[src/hw/rtl/assert_macros.svh]
// ----------------------------------------------------------------------------
// Assertion macros shared by the RTL
// Clocked concurrent checks, disabled while reset is high.
// ----------------------------------------------------------------------------
`ifndef ASSERT_MACROS_SVH
`define ASSERT_MACROS_SVH

// property holds on every clock edge outside reset
`define ASSERT_ALWAYS(label, clk, rst, prop, msg) \
  label: assert property (@(posedge clk) disable iff (rst) (prop)) else $error(msg);

// consequent holds in the same cycle as the antecedent
`define ASSERT_IMPLIES(label, clk, rst, ante, cons, msg) \
  label: assert property (@(posedge clk) disable iff (rst) (ante) |-> (cons)) else $error(msg);

// consequent holds in the cycle after the antecedent
`define ASSERT_NEXT(label, clk, rst, ante, cons, msg) \
  label: assert property (@(posedge clk) disable iff (rst) (ante) |=> (cons)) else $error(msg);

`endif

[src/hw/rtl/lbcs_pkg.sv]
// ----------------------------------------------------------------------------
// LED blink-code sequencer package
// Animation codes, LED bit positions and timing constants.
// ----------------------------------------------------------------------------
package lbcs_pkg;

  typedef enum logic [3:0] {
    MODE_NONE       = 4'd0,
    MODE_CONFIRM    = 4'd1,
    MODE_TIMEOUT    = 4'd2,
    MODE_SHUTDOWN   = 4'd3,
    MODE_STARTUP    = 4'd4,
    MODE_BATTERY    = 4'd5,
    MODE_THRESHOLD  = 4'd6,
    MODE_MULTIPLIER = 4'd7,
    MODE_ERRORS     = 4'd8
  } mode_t;

  typedef enum logic [1:0] {
    SWEEP_DOWN  = 2'd0,
    SWEEP_UP    = 2'd1,
    SWEEP_LEVEL = 2'd2,
    SWEEP_HOLD  = 2'd3
  } sweep_t;

  // led bits: red, green, blue
  localparam logic [2:0] LED_R = 3'b001;
  localparam logic [2:0] LED_G = 3'b010;
  localparam logic [2:0] LED_B = 3'b100;

  // startup pattern step boundaries
  localparam logic [7:0] MAJOR_END   = 8'd10;
  localparam logic [7:0] MINOR_END   = 8'd14;
  localparam logic [7:0] STARTUP_END = 8'd18;

  localparam logic [11:0] PWM_FULL     = 12'd3300;
  localparam logic [11:0] BRIGHT_START = 12'd132;
  localparam logic [11:0] LEVEL_UNIT   = 12'd66;
  localparam logic [11:0] HALF_UNIT    = 12'd33;
  localparam logic [11:0] BRIGHT_MAX   = 12'd3168;
  localparam logic [11:0] BRIGHT_MIN   = 12'd132;
  localparam logic [4:0]  MS_TICKS     = 5'd20;
  localparam logic [5:0]  LEVEL_TOP    = 6'd48;

endpackage

[src/hw/rtl/led_blink_code_sequencer.sv]
// Flow: a word accepted on the input is held in the input register, which loads at
// the accepting edge, and then loads the result register once the output is free.
// Throughput: one word per cycle while the output is not stalled.
// Reset (rst, synchronous, active high) empties both stages, clears mode,
// counters and LEDs, and sets brightness to 132 with the sweep counting up.
// ----------------------------------------------------------------------------
// LED blink-code sequencer
// Steps the LED animations on timer ticks and starts them on start words.
// ----------------------------------------------------------------------------
`include "assert_macros.svh"

module led_blink_code_sequencer (
  input  logic        clk,
  input  logic        rst,
  input  logic        s_tvalid,
  output logic        s_tready,
  // [3:0] animation, [7:4] blink_count, [13:8] battery_level, [15:14] zero
  input  logic [15:0] s_tdata,
  // [0] kind (0 tick, 1 start)
  input  logic        s_tuser,
  output logic        m_tvalid,
  input  logic        m_tready,
  // [0] red_led, [1] green_led, [2] led_blue, [14:3] pwm_period,
  // [15] done_res, [19:16] active_mode, [23:20] zero
  output logic [23:0] m_tdata
);

  // input stage
  logic       in_valid;
  logic       in_kind;
  logic [3:0] in_anim;
  logic [3:0] in_count;
  logic [5:0] in_level;
  logic       adv;

  // sequencer state
  lbcs_pkg::mode_t  mode, mode_next;
  lbcs_pkg::sweep_t sweep_phase, sweep_phase_next;
  logic [7:0]  step_count, step_count_next;
  logic [2:0]  led_bits, led_bits_next;
  logic        pwm_phase, pwm_phase_next;
  logic        half_ms_toggle, half_ms_toggle_next;
  logic [4:0]  ms_count, ms_count_next;
  logic [11:0] brightness, brightness_next;
  logic [5:0]  battery_latch, battery_latch_next;

  // result
  logic [11:0] per;
  logic        done;

  // helpers
  logic [7:0]  step_inc;
  logic [7:0]  wait_end;
  logic [7:0]  two_n;
  logic [2:0]  trans_mask;
  logic [4:0]  ms_inc;
  logic [11:0] bright_up;
  logic [11:0] bright_dn;
  logic [11:0] level_bright;

  assign adv      = in_valid && (!m_tvalid || m_tready);
  assign s_tready = !in_valid || adv;

  always_ff @(posedge clk) begin
    if (rst) begin
      in_valid <= 1'b0;
    end else if (s_tready) begin
      in_valid <= s_tvalid;
    end
  end

  always_ff @(posedge clk) begin
    if (s_tvalid && s_tready) begin
      in_kind  <= s_tuser;
      in_anim  <= s_tdata[3:0];
      in_count <= s_tdata[7:4];
      in_level <= s_tdata[13:8];
    end
  end

  assign step_inc     = step_count + 8'd1;
  assign wait_end     = (mode == lbcs_pkg::MODE_SHUTDOWN) ? 8'd2 : 8'd4;
  assign trans_mask   = (mode == lbcs_pkg::MODE_CONFIRM) ? lbcs_pkg::LED_G : lbcs_pkg::LED_R;
  assign two_n        = {3'b000, in_count, 1'b0};
  assign ms_inc       = ms_count + 5'd1;
  assign bright_up    = brightness + lbcs_pkg::HALF_UNIT;
  assign bright_dn    = (brightness >= lbcs_pkg::HALF_UNIT) ?
                        brightness - lbcs_pkg::HALF_UNIT : 12'd0;
  assign level_bright = 12'({6'b0, battery_latch} * lbcs_pkg::LEVEL_UNIT);

  // next state
  always_comb begin
    mode_next           = mode;
    sweep_phase_next    = sweep_phase;
    step_count_next     = step_count;
    led_bits_next       = led_bits;
    pwm_phase_next      = pwm_phase;
    half_ms_toggle_next = half_ms_toggle;
    ms_count_next       = ms_count;
    brightness_next     = brightness;
    battery_latch_next  = battery_latch;
    if (in_kind) begin
      // start word; unknown animation codes are dropped
      if (in_anim <= 4'(lbcs_pkg::MODE_ERRORS)) begin
        led_bits_next       = led_bits & lbcs_pkg::LED_B;
        step_count_next     = 8'd0;
        pwm_phase_next      = 1'b0;
        half_ms_toggle_next = 1'b0;
        ms_count_next       = 5'd0;
        brightness_next     = lbcs_pkg::BRIGHT_START;
        sweep_phase_next    = lbcs_pkg::SWEEP_UP;
        battery_latch_next  = (in_level > lbcs_pkg::LEVEL_TOP) ? lbcs_pkg::LEVEL_TOP : in_level;
        mode_next           = lbcs_pkg::mode_t'(in_anim);
      end
    end else begin
      case (mode)
        lbcs_pkg::MODE_CONFIRM, lbcs_pkg::MODE_TIMEOUT, lbcs_pkg::MODE_SHUTDOWN: begin
          if (step_count < wait_end) begin
            step_count_next = step_inc;
          end else if (step_count < 8'd8) begin
            led_bits_next   = led_bits ^ trans_mask;
            step_count_next = step_inc;
          end else if (mode != lbcs_pkg::MODE_SHUTDOWN && step_count < 8'd12) begin
            step_count_next = step_inc;
          end else begin
            mode_next       = lbcs_pkg::MODE_NONE;
            step_count_next = 8'd0;
          end
        end
        lbcs_pkg::MODE_STARTUP: begin
          if (step_count < 8'd2) begin
            led_bits_next   = led_bits ^ (lbcs_pkg::LED_R | lbcs_pkg::LED_G | lbcs_pkg::LED_B);
            step_count_next = step_inc;
          end else if (step_count < 8'd6) begin
            step_count_next = step_inc;
          end else if (step_count < lbcs_pkg::MAJOR_END) begin
            led_bits_next   = led_bits ^ lbcs_pkg::LED_R;
            step_count_next = step_inc;
          end else if (step_count < lbcs_pkg::MINOR_END) begin
            led_bits_next   = led_bits ^ lbcs_pkg::LED_G;
            step_count_next = step_inc;
          end else if (step_count < lbcs_pkg::STARTUP_END) begin
            step_count_next = step_inc;
          end else begin
            // hand over to battery display, latch kept
            led_bits_next       = led_bits & lbcs_pkg::LED_B;
            step_count_next     = 8'd0;
            pwm_phase_next      = 1'b0;
            half_ms_toggle_next = 1'b0;
            ms_count_next       = 5'd0;
            brightness_next     = lbcs_pkg::BRIGHT_START;
            sweep_phase_next    = lbcs_pkg::SWEEP_UP;
            mode_next           = lbcs_pkg::MODE_BATTERY;
          end
        end
        lbcs_pkg::MODE_BATTERY: begin
          pwm_phase_next = ~pwm_phase;
          if (!pwm_phase) begin
            led_bits_next = (led_bits | lbcs_pkg::LED_G) & ~lbcs_pkg::LED_R;
          end else begin
            led_bits_next = (led_bits | lbcs_pkg::LED_R) & ~lbcs_pkg::LED_G;
          end
          if (!half_ms_toggle) begin
            half_ms_toggle_next = 1'b1;
          end else begin
            half_ms_toggle_next = 1'b0;
            if (sweep_phase != lbcs_pkg::SWEEP_HOLD) begin
              if (ms_inc < lbcs_pkg::MS_TICKS) begin
                ms_count_next = ms_inc;
              end else begin
                ms_count_next = 5'd0;
                case (sweep_phase)
                  lbcs_pkg::SWEEP_UP: begin
                    brightness_next = bright_up;
                    if (bright_up >= lbcs_pkg::BRIGHT_MAX) begin
                      sweep_phase_next = lbcs_pkg::SWEEP_DOWN;
                    end
                  end
                  lbcs_pkg::SWEEP_DOWN: begin
                    brightness_next = bright_dn;
                    if (bright_dn <= lbcs_pkg::BRIGHT_MIN) begin
                      sweep_phase_next = lbcs_pkg::SWEEP_LEVEL;
                    end
                  end
                  default: begin
                    if (brightness <= level_bright) begin
                      brightness_next = bright_up;
                    end else begin
                      sweep_phase_next = lbcs_pkg::SWEEP_HOLD;
                    end
                  end
                endcase
              end
            end
          end
        end
        lbcs_pkg::MODE_THRESHOLD, lbcs_pkg::MODE_MULTIPLIER, lbcs_pkg::MODE_ERRORS: begin
          if (step_count < two_n) begin
            case (mode)
              lbcs_pkg::MODE_THRESHOLD: led_bits_next = led_bits ^ lbcs_pkg::LED_G;
              lbcs_pkg::MODE_MULTIPLIER: begin
                led_bits_next = led_bits ^ (lbcs_pkg::LED_G | lbcs_pkg::LED_R);
              end
              default: led_bits_next = led_bits ^ lbcs_pkg::LED_R;
            endcase
            step_count_next = step_inc;
          end else if (step_inc > two_n + 8'd8) begin
            // end of the 9-tick pause
            step_count_next = 8'd0;
          end else begin
            step_count_next = step_inc;
          end
        end
        default: begin
        end
      endcase
    end
  end

  // result fields
  always_comb begin
    per  = 12'd0;
    done = 1'b0;
    if (!in_kind) begin
      case (mode)
        lbcs_pkg::MODE_CONFIRM, lbcs_pkg::MODE_TIMEOUT: done = (step_count >= 8'd12);
        lbcs_pkg::MODE_SHUTDOWN: done = (step_count >= 8'd8);
        lbcs_pkg::MODE_STARTUP:  done = (step_count >= lbcs_pkg::STARTUP_END);
        lbcs_pkg::MODE_BATTERY: begin
          if (!pwm_phase) begin
            per = (brightness <= lbcs_pkg::PWM_FULL) ? lbcs_pkg::PWM_FULL - brightness : 12'd0;
          end else begin
            per = brightness;
          end
        end
        default: begin
        end
      endcase
    end
  end

  always_ff @(posedge clk) begin
    if (rst) begin
      mode           <= lbcs_pkg::MODE_NONE;
      sweep_phase    <= lbcs_pkg::SWEEP_UP;
      step_count     <= 8'd0;
      led_bits       <= 3'b000;
      pwm_phase      <= 1'b0;
      half_ms_toggle <= 1'b0;
      ms_count       <= 5'd0;
      brightness     <= lbcs_pkg::BRIGHT_START;
      battery_latch  <= 6'd0;
    end else if (adv) begin
      mode           <= mode_next;
      sweep_phase    <= sweep_phase_next;
      step_count     <= step_count_next;
      led_bits       <= led_bits_next;
      pwm_phase      <= pwm_phase_next;
      half_ms_toggle <= half_ms_toggle_next;
      ms_count       <= ms_count_next;
      brightness     <= brightness_next;
      battery_latch  <= battery_latch_next;
    end
  end

  always_ff @(posedge clk) begin
    if (rst) begin
      m_tvalid <= 1'b0;
    end else if (adv) begin
      m_tvalid <= 1'b1;
    end else if (m_tready) begin
      m_tvalid <= 1'b0;
    end
  end

  always_ff @(posedge clk) begin
    if (adv) begin
      m_tdata <= {4'b0000, 4'(mode_next), done, per,
                  led_bits_next[2], led_bits_next[1], led_bits_next[0]};
    end
  end

  `ASSERT_ALWAYS(a_ms_range, clk, rst, ms_count < lbcs_pkg::MS_TICKS, "ms_count out of range")
  `ASSERT_IMPLIES(a_done_mode, clk, rst, m_tvalid && m_tdata[15],
    m_tdata[19:16] == 4'(lbcs_pkg::MODE_NONE) || m_tdata[19:16] == 4'(lbcs_pkg::MODE_BATTERY),
    "done flagged with a running pattern")
  `ASSERT_NEXT(a_take_in, clk, rst, s_tvalid && s_tready, in_valid,
    "accepted word not held in input stage")

endmodule
[config.mk]
export PLATFORM = sky130hd
export DESIGN_NAME = led_blink_code_sequencer
export DESIGN_NICKNAME = d
export VERILOG_FILES = /design/src/hw/rtl/lbcs_pkg.sv /design/src/hw/rtl/led_blink_code_sequencer.sv
export VERILOG_INCLUDE_DIRS = /design/src /design/src/hw/rtl
export SDC_FILE = /design/constraint.sdc
export NUM_CORES = 1
export LEC_CHECK = 0
export BUFFER_PORTS_ARGS = -buffer_cell sky130_fd_sc_hd__buf_2
export CAP_MARGIN = 15
export CELL_PAD_IN_SITES_DETAIL_PLACEMENT = 1
export CELL_PAD_IN_SITES_GLOBAL_PLACEMENT = 1
export CORE_MARGIN = 5
export CORE_UTILIZATION = 49
export DETAILED_ROUTE_END_ITERATION = 10
export GPL_ROUTABILITY_DRIVEN = 0
export PLACE_DENSITY_LB_ADDON = 0.1
export SYNTH_ARGS = -nofsm -noshare
export SYNTH_HDL_FRONTEND = slang
export SYNTH_SLANG_ARGS = --single-unit
export TNS_END_PERCENT = 5
[constraint.sdc]
create_clock -name clk -period 9.4 [get_ports clk]
set_clock_uncertainty 0.15 [all_clocks]
set_input_delay 0.47 -clock clk [delete_from_list [all_inputs] [get_ports clk]]
set_output_delay 0.47 -clock clk [all_outputs]
set_load 0.005 [all_outputs]
==> qor.csv, run 1 <==
stage,metric,value,unit
status,outcome,finished clean,
grt,grt_max_degree,47,
sta,setup_slack,5.37,ns
die,core_area,11300,µm²
logic_synthesis,synth-edff-count,35,
detailed_routing,ant_nets,0,
logic_synthesis,avgSynthCellArea,8.17,µm²
die,die-area,13600,µm²
placed_design,pre_cts_slack,5.41,ns
final_layout,regArea,1930,µm²
sta,fin_crit_sh,42.8,%
detailed_routing,drtIter0Drc,352,
die,die_x,117,µm
clock_network,cts.clk_slew.worst_paths,0.06,ns
sta,finalSetupViolCount,0,
final_layout,area_growth,8.28,%
worst_setup_path,cp_cell_sequence,inv_1 -> ha_1 -> or4b_1 -> o21ai_1 -> a21oi_1 -> o311ai_0 -> a2bb2oi_2 -> a2111oi_2 -> a221oi_2,
final_layout,num-fill-cells,1393,
detailed_routing,dr.pass1.iters,5,
clock_network,cts_hold_buf,0,
clock_network,clkLatencyLatePin,0.35,ns
worst_setup_path,end_kind,flip-flop,
final_layout,multiInputGateArea,3290,µm²
sta,worst_slew_pin_slew,1.09,ns
sta,rsz0062_at_grt,no,
logic_synthesis,synth-seq-cells,79,
die,pin_count,47,
worst_setup_path,crit_required,9.44,ns
clock_network,ctsHtreeMaxLevel,3,
worst_setup_path,critPathLaunchType,flip-flop,
final_layout,final_util,53.4,%
flow_run,drv_cap,0,
clock_network,cts_resized,0,
worst_hold_path,hold_path.class,in2reg,
die,start_util,49.3,%
power_and_ir_drop,power.total,756,µW
detailed_routing,routed-via-count,5132,
detailed_routing,route.detailed.drc,0,
sta,period_minus_slack,4.03,ns
grt,track_usage,24.0,%
detailed_routing,wl,15600,µm
sta,max-slew-margin-rel,27.4,%
placed_design,place_area,5750,µm²
power_and_ir_drop,ir_worst_vdd,148,µV
power_and_ir_drop,p_leak,2.24,nW
worst_setup_path,max_stage_delay,0.80,ns
worst_setup_path,slowest_stage,a21oi_1,
logic_synthesis,yosys.cell_types.count,78,
clock_network,clockRootBuffer,clkbuf_16,
final_layout,antennaDiodeCount,0,
logic_synthesis,synth-seq-area-share,34.7,%
sta,hold_violations,0,
logic_synthesis,yosys_warnings,0,
grt,grt_pass1_vias,5137,
final_layout,finish.net_count,737,
final_layout,final_area,6020,µm²
logic_synthesis,synth-async-reset-ratio,0,%
logic_synthesis,syn_area,5560,µm²
logic_synthesis,syn_inst,681,
worst_setup_path,cp.arrival,4.06,ns
die,die_h,117,µm
sta,fin_setup_tns,0,ns
power_and_ir_drop,p_per_area,126,nW/µm²
placed_design,io_buffers,40,
final_layout,layout-drive-gt1-share,10.4,%
grt,grt_pass1_wl,26000,µm
sta,fmax,248,MHz
worst_setup_path,path_max_fanout,14,
placed_design,dpl.hpwl,11300,µm
clock_network,cts.sinks,79,
clock_network,ctsLongestPathBuffers,2,
detailed_routing,wl_per_cell,18.8,µm
grt,grt_remaining_overflow,0,
sta,maxSlewViolCount,0,
grt,antenna_found_initial,0,
clock_network,cts_buffers,9,
clock_network,post-cts-setup-buffers,0,
clock_network,cts_tree,done,
logic_synthesis,ys.flop_type,dfxtp_1,
die,row_count,39,
worst_setup_path,criticalPathCategory,reg2reg,
detailed_routing,vias_per_cell,6.16,
-- cell usage after synthesis (3+ instances only) --
cell type,number,area (µm²)
a211oi_1,11,82.6
a21boi_0,4,30.0
a21o_1,9,67.6
a21oi_1,46,230
a22oi_1,13,97.6
a311oi_1,4,35.0
a31oi_1,13,81.3
a32oi_1,6,52.6
a41oi_1,3,26.3
and2_1,8,50.1
and3_1,8,50.1
buf_1,5,18.8
buf_2,4,20.0
buf_4,4,30.0
clkbuf_1,39,146
dfxtp_1,44,881
edfxtp_1,35,1050
ha_1,31,388
inv_1,32,120
mux2i_1,5,50.1
nand2_1,51,191
nand2b_1,9,56.3
nand3_1,19,95.1
nand3b_1,3,22.5
nand4_1,6,37.5
nor2_1,85,319
nor2b_1,15,93.8
nor3_1,28,140
nor4_1,3,18.8
o211ai_1,4,30.0
o21a_1,3,22.5
o21ai_0,34,170
o22ai_1,4,25.0
o31ai_1,8,60.1
or2_2,3,18.8
or3_1,5,31.3
xnor2_1,22,193
xor2_1,6,52.6
-- power by group --
part           total (mW)  switching [mW]  internal (mW)
registers           0.380          0.0104          0.370
clock network       0.322           0.143          0.178
logic              0.0543          0.0339         0.0204
-- flip-flops by register name, summed over array words and instances, names as in the netlist --
signal	count
sweep_phase	2
in_count	4
half_ms_toggle	1
in_level	6
step_count	8
m_tdata	20
pwm_phase	1
in_valid	1
in_anim	4
battery_latch	6
mode	4
brightness	12
ms_count	5
led_bits	3
in_kind	1
m_tvalid	1
-- kinds of logic after synthesis --
family,count (synthesis),share of synthesized area [%]
buffers and inverters,86,6.37
XOR/XNOR,28,4.41
other,1,0.0674
adder cells (fa/ha/maj),31,6.97
flip-flops,79,34.7
AO/OA/AOI/OAI,198,24.7
multiplexers,5,0.900
AND/OR/NAND/NOR,253,21.8
-- routing by layer --
layer	part of all wire (%)	track usage (%)
met1	47	32.6
met2	48	39.2
met3	4.0	4.20
met4	1.7	7.42
met5	0	0
-- placed cells by master, fill, tap and decap left out, types with 6 or more instances in the layout --
master and instances:
a211oi_1 11, a21o_1 9, a21oi_1 46, a22oi_1 13
a31oi_1 13, a32oi_1 6, and2_1 8, and3_1 8
buf_2 40, clkbuf_16 9, dfxtp_1 44, edfxtp_1 35
ha_1 31, inv_1 32, nand2_1 51, nand2b_1 9
nand3_1 19, nand4_1 6, nor2_1 85, nor2b_1 15
nor3_1 28, o21ai_0 34, o31ai_1 8, xnor2_1 22
xor2_1 6
-- cell type report --
class	count	share of cell area [%]
inverter	32	1.99
multi-input combinational	519	54.6
sequential	79	32.1
clock inverter	7	0.810
timing repair buffer	44	3.82
tap	143	2.97
clock buffer	9	3.74
-- worst paths after layout --
path	to	slack (ns)	startpoint	cells after the start
setup / recovery	sweep_phase[0]$_SDFFE_PP1P_	5.37	brightness[0]$_SDFFE_PP0P_	9
hold reg to reg	battery_latch[2]$_SDFFE_PP0P_	0.34	battery_latch[2]$_SDFFE_PP0P_	2
hold / removal	in_level[1]$_DFFE_PP_	0.15	s_tdata[9]	1
setup reg to reg	sweep_phase[0]$_SDFFE_PP1P_	5.37	brightness[0]$_SDFFE_PP0P_	9
-- per-stage QoR --
step,hold slack (ns),std cells
4_1_cts,0.134,833
5_1_grt,0.130,833
3_5_place_dp,0.333,817
3_3_place_gp,0.321,817
2_1_floorplan,0.299,684
6_report,0.148,833
-- worst max-delay path, delay by kind of cell, from the launching register on --
family / cells / cell delay (ns)
buf+inv: 1 / 0.28
simple gates: 1 / 0.36
fa+ha+maj: 1 / 0.38
compound gates: 6 / 2.03
flops: 1 / 0.67
(Power assumes the default switching activity.)
==> inputs of run 2 (changes only) <==
--- a/config.mk
+++ b/config.mk
@@ -11,7 +11,7 @@
 export CELL_PAD_IN_SITES_DETAIL_PLACEMENT = 1
 export CELL_PAD_IN_SITES_GLOBAL_PLACEMENT = 1
 export CORE_MARGIN = 5
-export CORE_UTILIZATION = 49
+export CORE_UTILIZATION = 41
 export DETAILED_ROUTE_END_ITERATION = 10
 export GPL_ROUTABILITY_DRIVEN = 0
 export PLACE_DENSITY_LB_ADDON = 0.1
==> constraint.sdc (replaced) <==
create_clock -name clk -period 3.58 [get_ports clk]
set_clock_uncertainty 0.15 [all_clocks]
set_input_delay 0.179 -clock clk [delete_from_list [all_inputs] [get_ports clk]]
set_output_delay 0.179 -clock clk [all_outputs]
set_load 0.005 [all_outputs]
==> qor.csv, run 2 (synthesis gave the netlist of run 1 again) <==
stage,metric,value,unit,change
status,outcome,finished clean,,
grt,antenna_found_initial,0,,unchanged
final_layout,regArea,1930,µm²,unchanged
power_and_ir_drop,p_leak,2.47,nW,+10%
sta,fin_crit_sh,93.3,%,+50 points
grt,met1_usage,26.9,%,-5.7 points
worst_setup_path,r2r_end,sweep_phase[0]$_SDFFE_PP1P_,,
grt,use_met2,33.1,%,-6.2 points
sta,fmax,300,MHz,+21%
detailed_routing,routed-via-count,5295,,+3.2%
worst_hold_path,min_path_cells,4,,+3
grt,grt_pass1_wl,26500,µm,+1.9%
worst_hold_path,min_to,m_tvalid$_SDFFE_PP0P_,,
die,die_h,126,µm,+8.5%
placed_design,dpl.hpwl,11700,µm,+3.7%
clock_network,ctsLongestPathBuffers,2,,unchanged
sta,fin_setup_tns,0,ns,unchanged
final_layout,regMostFlops,m_tdata,,
clock_network,cts_tree,done,,
final_layout,num-fill-cells,1608,,+15%
clock_network,clockRootBuffer,clkbuf_16,,
sta,rsz0062_at_grt,no,,
worst_setup_path,path_max_fanout,3,,-11
worst_setup_path,crit_required,3.65,ns,-5.79 ns
detailed_routing,wl_per_cell,18.0,µm,-4.2%
sta,period_minus_slack,3.34,ns,-0.687 ns
grt,top_usage_layer,met2,,
clock_network,clkLatencyLatePin,0.35,ns,about the same
worst_hold_path,hp-start,m_tready,,
detailed_routing,route.detailed.drc,0,,unchanged
worst_setup_path,end_kind,flip-flop,,
sta,max-slew-margin-rel,27.7,%,+0.29 points
worst_setup_path,r2r_cells,13,,+4
final_layout,area_growth,16.5,%,
flow_run,drv_cap,0,,unchanged
worst_setup_path,criticalPathCategory,reg2reg,,
sta,finalSetupViolCount,0,,unchanged
grt,grt_remaining_overflow,0,,unchanged
grt,grt_max_degree,47,,unchanged
worst_setup_path,rr_startpoint,battery_latch[0]$_SDFFE_PP0P_,,
detailed_routing,ant_nets,0,,unchanged
grt,gr-usage-met3,5.17,%,+0.97 points
final_layout,antennaDiodeCount,0,,unchanged
worst_hold_path,hold_path.class,in2reg,,
die,row_count,42,,+7.7%
clock_network,ctsHtreeMaxLevel,3,,unchanged
sta,worst_slew_pin_slew,1.08,ns,-0.00948 ns
detailed_routing,drtIter0Drc,293,,-17%
power_and_ir_drop,p_per_area,342,nW/µm²,+170%
power_and_ir_drop,ir_worst_vdd,320,µV,+120%
die,die-area,16000,µm²,+18%
die,start_util,41.8,%,-7.5 points
die,die_x,126,µm,+8.5%
placed_design,io_buffers,40,,unchanged
clock_network,post-cts-setup-buffers,0,,unchanged
worst_setup_path,reg2reg_slack,0.24,ns,-5.13 ns
die,core_area,13300,µm²,+18%
clock_network,cts.sinks,79,,unchanged
power_and_ir_drop,power.total,2.22,mW,+190%
detailed_routing,wl,16300,µm,+4.3%
grt,grt_pass1_vias,5148,,+0.21%
final_layout,layout_commonest_cell,nor2_1,,
final_layout,finish.net_count,778,,+5.6%
final_layout,final_cell_mix,"nor2_1, nand2_1, a21oi_1, dfxtp_1, buf_2",,
sta,hold_violations,0,,unchanged
clock_network,cts_buffers,9,,unchanged
detailed_routing,dr.pass1.iters,5,,unchanged
sta,maxSlewViolCount,0,,unchanged
worst_setup_path,critPathLaunchType,flip-flop,,
final_layout,reg_top3,"m_tdata: 20 flops, brightness: 12 flops, step_count: 8 flops",,
final_layout,largest_register_ff_count,20,,unchanged
detailed_routing,vias_per_cell,5.84,,-5.2%
grt,track_usage,20.2,%,-3.8 points
clock_network,cts.clk_slew.worst_paths,0.06,ns,about the same
die,pin_count,47,,unchanged
final_layout,layout-drive-gt1-share,13.3,%,+2.8 points
final_layout,multiInputGateArea,3290,µm²,+0.19%
worst_setup_path,cp.arrival,3.41,ns,-0.65 ns
==> run 2: critical path, stage by stage (launching register included) <==
cell       delay, ns
dfxtp_1         0.33
ha_1            0.21
ha_1            0.18
ha_1            0.20
ha_1            0.28
inv_1           0.04
ha_1            0.28
a21oi_1         0.15
o21ai_0         0.15
nor4_2          0.33
nor3_1          0.12
o311a_4         0.40
a2111oi_2       0.34
a221oi_2        0.06
==> run 2: through the flow <==
step / utilization, % / instances / cell area, µm² / worst slack [ns] / hold WS, ns
after floorplan: - / 684 / 5570 / 0.462 / 0.128
after global placement: 45.0 / 875 / 5980 / 0.301 / 0.205
after detailed placement: 45.0 / 875 / 5980 / 0.133 / 0.208
after CTS: 48.7 / 907 / 6470 / 0.134 / 0.0289
after global routing: 48.7 / 907 / 6480 / 0.0173 / 0.0685
final: 48.7 / 907 / 6480 / 0.241 / 0.0360
==> run 2: repair_timing <==
item	in CTS	in global routing
resized for setup	0	1
setup endpoints to repair	0	3
hold endpoints to repair	16	0
hold buffers	16	0
==> run 2: metal layers <==
layer / vias up / share of wire, %
li1: 2570 / -
met1: 2565 / 47
met2: 146 / 46
met3: 14 / 5.6
met4: 0 / 1.1
met5: - / 0
==> run 2: worst max path at each step <==
| stage | startpoint | to | slack (ns) | cells after the start |
|---|---|---|---|---|
| 3_3_place_gp | battery_latch[0]$_SDFFE_PP0P_ | sweep_phase[0]$_SDFFE_PP1P_ | 0.30 | 13 |
| 5_1_grt | battery_latch[0]$_SDFFE_PP0P_ | brightness[3]$_SDFFE_PP0P_ | 0.02 | 13 |
| 3_5_place_dp | battery_latch[0]$_SDFFE_PP0P_ | sweep_phase[0]$_SDFFE_PP1P_ | 0.13 | 13 |
| 2_1_floorplan | battery_latch[0]$_SDFFE_PP0P_ | sweep_phase[0]$_SDFFE_PP1P_ | 0.46 | 13 |
| 6_report | battery_latch[0]$_SDFFE_PP0P_ | sweep_phase[0]$_SDFFE_PP1P_ | 0.24 | 13 |
| 4_1_cts | battery_latch[0]$_SDFFE_PP0P_ | sweep_phase[0]$_SDFFE_PP1P_ | 0.13 | 13 |
==> run 2: report_power, final <==
group          internal [mW]  switching (mW)
Combinational         0.0702           0.103
Clock                  0.679           0.381
Sequential             0.970          0.0157
==> run 2: cell type report <==
cell class,count,share of cell area (%)
Tap cell,176,3.40
Clock inverter,6,1.68
Inverter,32,1.85
Multi-Input combinational cell,519,50.8
Clock buffer,10,3.53
Sequential cell,79,29.8
Timing Repair Buffer,85,8.92
==> inputs of run 3 (changes only) <==
--- a/config.mk
+++ b/config.mk
@@ -15,6 +15,7 @@
 export DETAILED_ROUTE_END_ITERATION = 10
 export GPL_ROUTABILITY_DRIVEN = 0
 export PLACE_DENSITY_LB_ADDON = 0.1
+export SLEW_MARGIN = 20
 export SYNTH_ARGS = -nofsm -noshare
 export SYNTH_HDL_FRONTEND = slang
 export SYNTH_SLANG_ARGS = --single-unit
==> constraint.sdc (replaced) <==
create_clock -name clk -period 3.58 [get_ports clk]
set_clock_uncertainty 0.15 [all_clocks]
set_input_delay 0.358 -clock clk [delete_from_list [all_inputs] [get_ports clk]]
set_output_delay 0.358 -clock clk [all_outputs]
set_load 0.005 [all_outputs]
==> qor.csv, run 3 (synthesis gave the netlist of run 1 again) <==
stage,metric,value,unit,change
final_layout,largest_register_ff_count,20,,unchanged
clock_network,cts.clk_slew.worst_paths,0.06,ns,about the same
final_layout,final_area,6330,µm²,-2.3%
die,die_x,126,µm,unchanged
sta,worst_slew_pin_slew,1.06,ns,-0.0130 ns
worst_setup_path,r2r_end,sweep_phase[0]$_SDFFE_PP1P_,,
final_layout,finish.net_count,761,,-2.2%
worst_setup_path,criticalPathCategory,reg2reg,,
grt,grt_pass1_vias,5424,,+5.4%
power_and_ir_drop,p_sw,494,µW,-1.2%
final_layout,num-fill-cells,1605,,-0.19%
grt,grt_remaining_overflow,0,,unchanged
power_and_ir_drop,switching_share,22.4,%,-0.14 points
die,row_count,42,,unchanged
final_layout,antennaDiodeCount,0,,unchanged
sta,period_minus_slack,3.34,ns,-0.0000820 ns
power_and_ir_drop,p_per_area,348,nW/µm²,+1.7%
power_and_ir_drop,p_comb_share,7.4,%,-0.4 points
grt,grt_max_degree,47,,unchanged
worst_setup_path,path_max_fanout,3,,unchanged
worst_hold_path,hp-start,s_tdata[6],,
final_layout,layout-drive-gt1-share,13.7,%,+0.46 points
placed_design,place_area,5970,µm²,-0.13%
worst_setup_path,r2r_cells,13,,unchanged
clock_network,cts_tree,done,,
worst_setup_path,rr_startpoint,battery_latch[0]$_SDFFE_PP0P_,,
sta,hold_violations,0,,unchanged
sta,rsz0062_at_grt,no,,
detailed_routing,routed-via-count,5248,,-0.89%
power_and_ir_drop,p_leak,2.40,nW,-2.8%
sta,fmax,300,MHz,about the same
power_and_ir_drop,p_int,1.71,mW,-0.42%
clock_network,cts_buffers,9,,unchanged
detailed_routing,wl,16600,µm,+1.6%
sta,maxSlewViolCount,0,,unchanged
final_layout,final_cell_mix,"nor2_1, nand2_1, a21oi_1, dfxtp_1, buf_2",,
detailed_routing,dr.pass1.iters,5,,unchanged
worst_setup_path,cp.arrival,3.40,ns,about the same
sta,fin_crit_sh,93.3,%,about the same
detailed_routing,ant_nets,0,,unchanged
die,pin_count,47,,unchanged
clock_network,ctsLongestPathBuffers,2,,unchanged
worst_setup_path,end_kind,flip-flop,,
final_layout,reg_top3,"m_tdata: 20 flops, brightness: 12 flops, step_count: 8 flops",,
worst_hold_path,hold_path.class,in2reg,,
status,outcome,finished clean,,
detailed_routing,drtIter0Drc,309,,+5.5%
sta,setup_slack,0.241,ns,+0.0000820 ns
detailed_routing,wl_per_cell,18.6,µm,+3.5%
power_and_ir_drop,pwr-share-seq,44.7,%,+0.3 points
placed_design,pre_cts_slack,0.140,ns,+0.00704 ns
worst_setup_path,crit_required,3.64,ns,about the same
detailed_routing,route.detailed.drc,0,,unchanged
worst_hold_path,min_path_cells,1,,-3
die,die-area,16000,µm²,unchanged
clock_network,cts.sinks,79,,unchanged
detailed_routing,vias_per_cell,5.90,,+1.0%
sta,fin_setup_tns,0,ns,unchanged
worst_hold_path,min_to,in_count[2]$_DFFE_PP_,,
sta,finalSetupViolCount,0,,unchanged
worst_setup_path,slowest_stage,o311a_4,,
grt,grt_pass1_wl,27700,µm,+4.6%
clock_network,post-cts-setup-buffers,0,,unchanged
die,start_util,41.8,%,unchanged
power_and_ir_drop,p_clk_share,47.9,%,about the same
final_layout,area_growth,13.9,%,
clock_network,clockRootBuffer,clkbuf_16,,
sta,max-slew-margin-rel,28.9,%,+1.2 points
flow_run,drv_cap,0,,unchanged
clock_network,clkLatencyLatePin,0.35,ns,about the same
die,core_area,13300,µm²,unchanged
die,die_h,126,µm,unchanged
placed_design,dpl.hpwl,12100,µm,+3.4%
worst_setup_path,critPathLaunchType,flip-flop,,
clock_network,ctsHtreeMaxLevel,3,,unchanged
final_layout,regMostFlops,m_tdata,,
power_and_ir_drop,power.total,2.21,mW,-0.60%
worst_setup_path,cp_cell_sequence,ha_1 -> ha_1 -> ha_1 -> ha_1 -> inv_1 -> ha_1 -> a21oi_1 -> o21ai_1 -> nor4_2 -> nor3_1 -> o311a_4 -> a2111oi_4 -> a221oi_2,,
worst_setup_path,reg2reg_slack,0.24,ns,about the same
placed_design,io_buffers,40,,unchanged
final_layout,layout_commonest_cell,nor2_1,,
power_and_ir_drop,ir_worst_vdd,389,µV,+22%
worst_setup_path,path_common_cell,ha_1,,
grt,track_usage,21.1,%,+0.89 points
grt,antenna_found_initial,0,,unchanged
final_layout,final_util,47.6,%,-1.1 points
worst_setup_path,max_stage_delay,0.42,ns,+0.02 ns
run 3: cell count changes in the layout (fill, tap and decap cells not counted), sizes merged:
| cell | previous run | this run |
|---|---|---|
| clkbuf | 10 | 11 |
| dlygate4sd3 | 16 | 0 |
| clkinvlp | 2 | 1 |
| buf | 69 | 68 |
run 3: final cells by class:
cell class / instances / area (µm²) / area share [%]
Multi-Input combinational cell: 519 / 3310 / 52.3
Sequential cell: 79 / 1930 / 30.5
Timing Repair Buffer: 68 / 410 / 6.48
Clock buffer: 11 / 233 / 3.67
Tap cell: 176 / 220 / 3.48
Inverter: 32 / 120 / 1.90
Clock inverter: 5 / 106 / 1.68
run 3: critical path, delay by kind of cell, from the launching register on:
family,cells,cell delay (ns)
buffers and inverters,1,0.04
adder cells (fa/ha/maj),5,1.17
AO/OA/AOI/OAI,5,1.09
AND/OR/NAND/NOR,2,0.43
flip-flops,1,0.33
run 3: metrics by stage:
stage / hold WS [ns] / cells
6_report: 0.0382 / 890
5_1_grt: 0.0208 / 890
4_1_cts: 0.0267 / 890
3_5_place_dp: 0.327 / 874
3_3_place_gp: 0.323 / 874
2_1_floorplan: 0.299 / 684
run 3: how the worst max path moves through the flow:
stage / start / to / slack, ns / cells past startpoint
after floorplan: battery_latch[0]$_SDFFE_PP0P_ / sweep_phase[0]$_SDFFE_PP1P_ / 0.46 / 13
after global placement: battery_latch[0]$_SDFFE_PP0P_ / sweep_phase[0]$_SDFFE_PP1P_ / 0.29 / 13
after detailed placement: battery_latch[0]$_SDFFE_PP0P_ / sweep_phase[0]$_SDFFE_PP1P_ / 0.14 / 13
after CTS: battery_latch[0]$_SDFFE_PP0P_ / sweep_phase[0]$_SDFFE_PP1P_ / 0.10 / 13
after global routing: battery_latch[0]$_SDFFE_PP0P_ / sweep_phase[0]$_SDFFE_PP1P_ / 0.03 / 13
final: battery_latch[0]$_SDFFE_PP0P_ / sweep_phase[0]$_SDFFE_PP1P_ / 0.24 / 13
run 3: per-layer routing:
metal	global-route usage, %	vias up	wire, µm
met5	0	-	0
met1	28.2	2572	7700
met4	5.30	0	213
met2	35.0	120	7860
li1	-	2539	-
met3	4.29	17	804
run 3: power groups by stage:
stage,logic (mW),clock network [mW],registers (mW)
after floorplan,0.103,0,1.00
after global placement,0.154,0,1.00
after detailed placement,0.162,0,1.00
after CTS,0.163,1.08,0.986
after global routing,0.182,1.11,0.989
final,0.162,1.06,0.986
run 3: timing repair:
action / 4_1_cts / 5_1_grt
endpoints found under the setup margin: 0 / 13
gates resized for setup: 0 / 4
hold buffers: 0 / 0
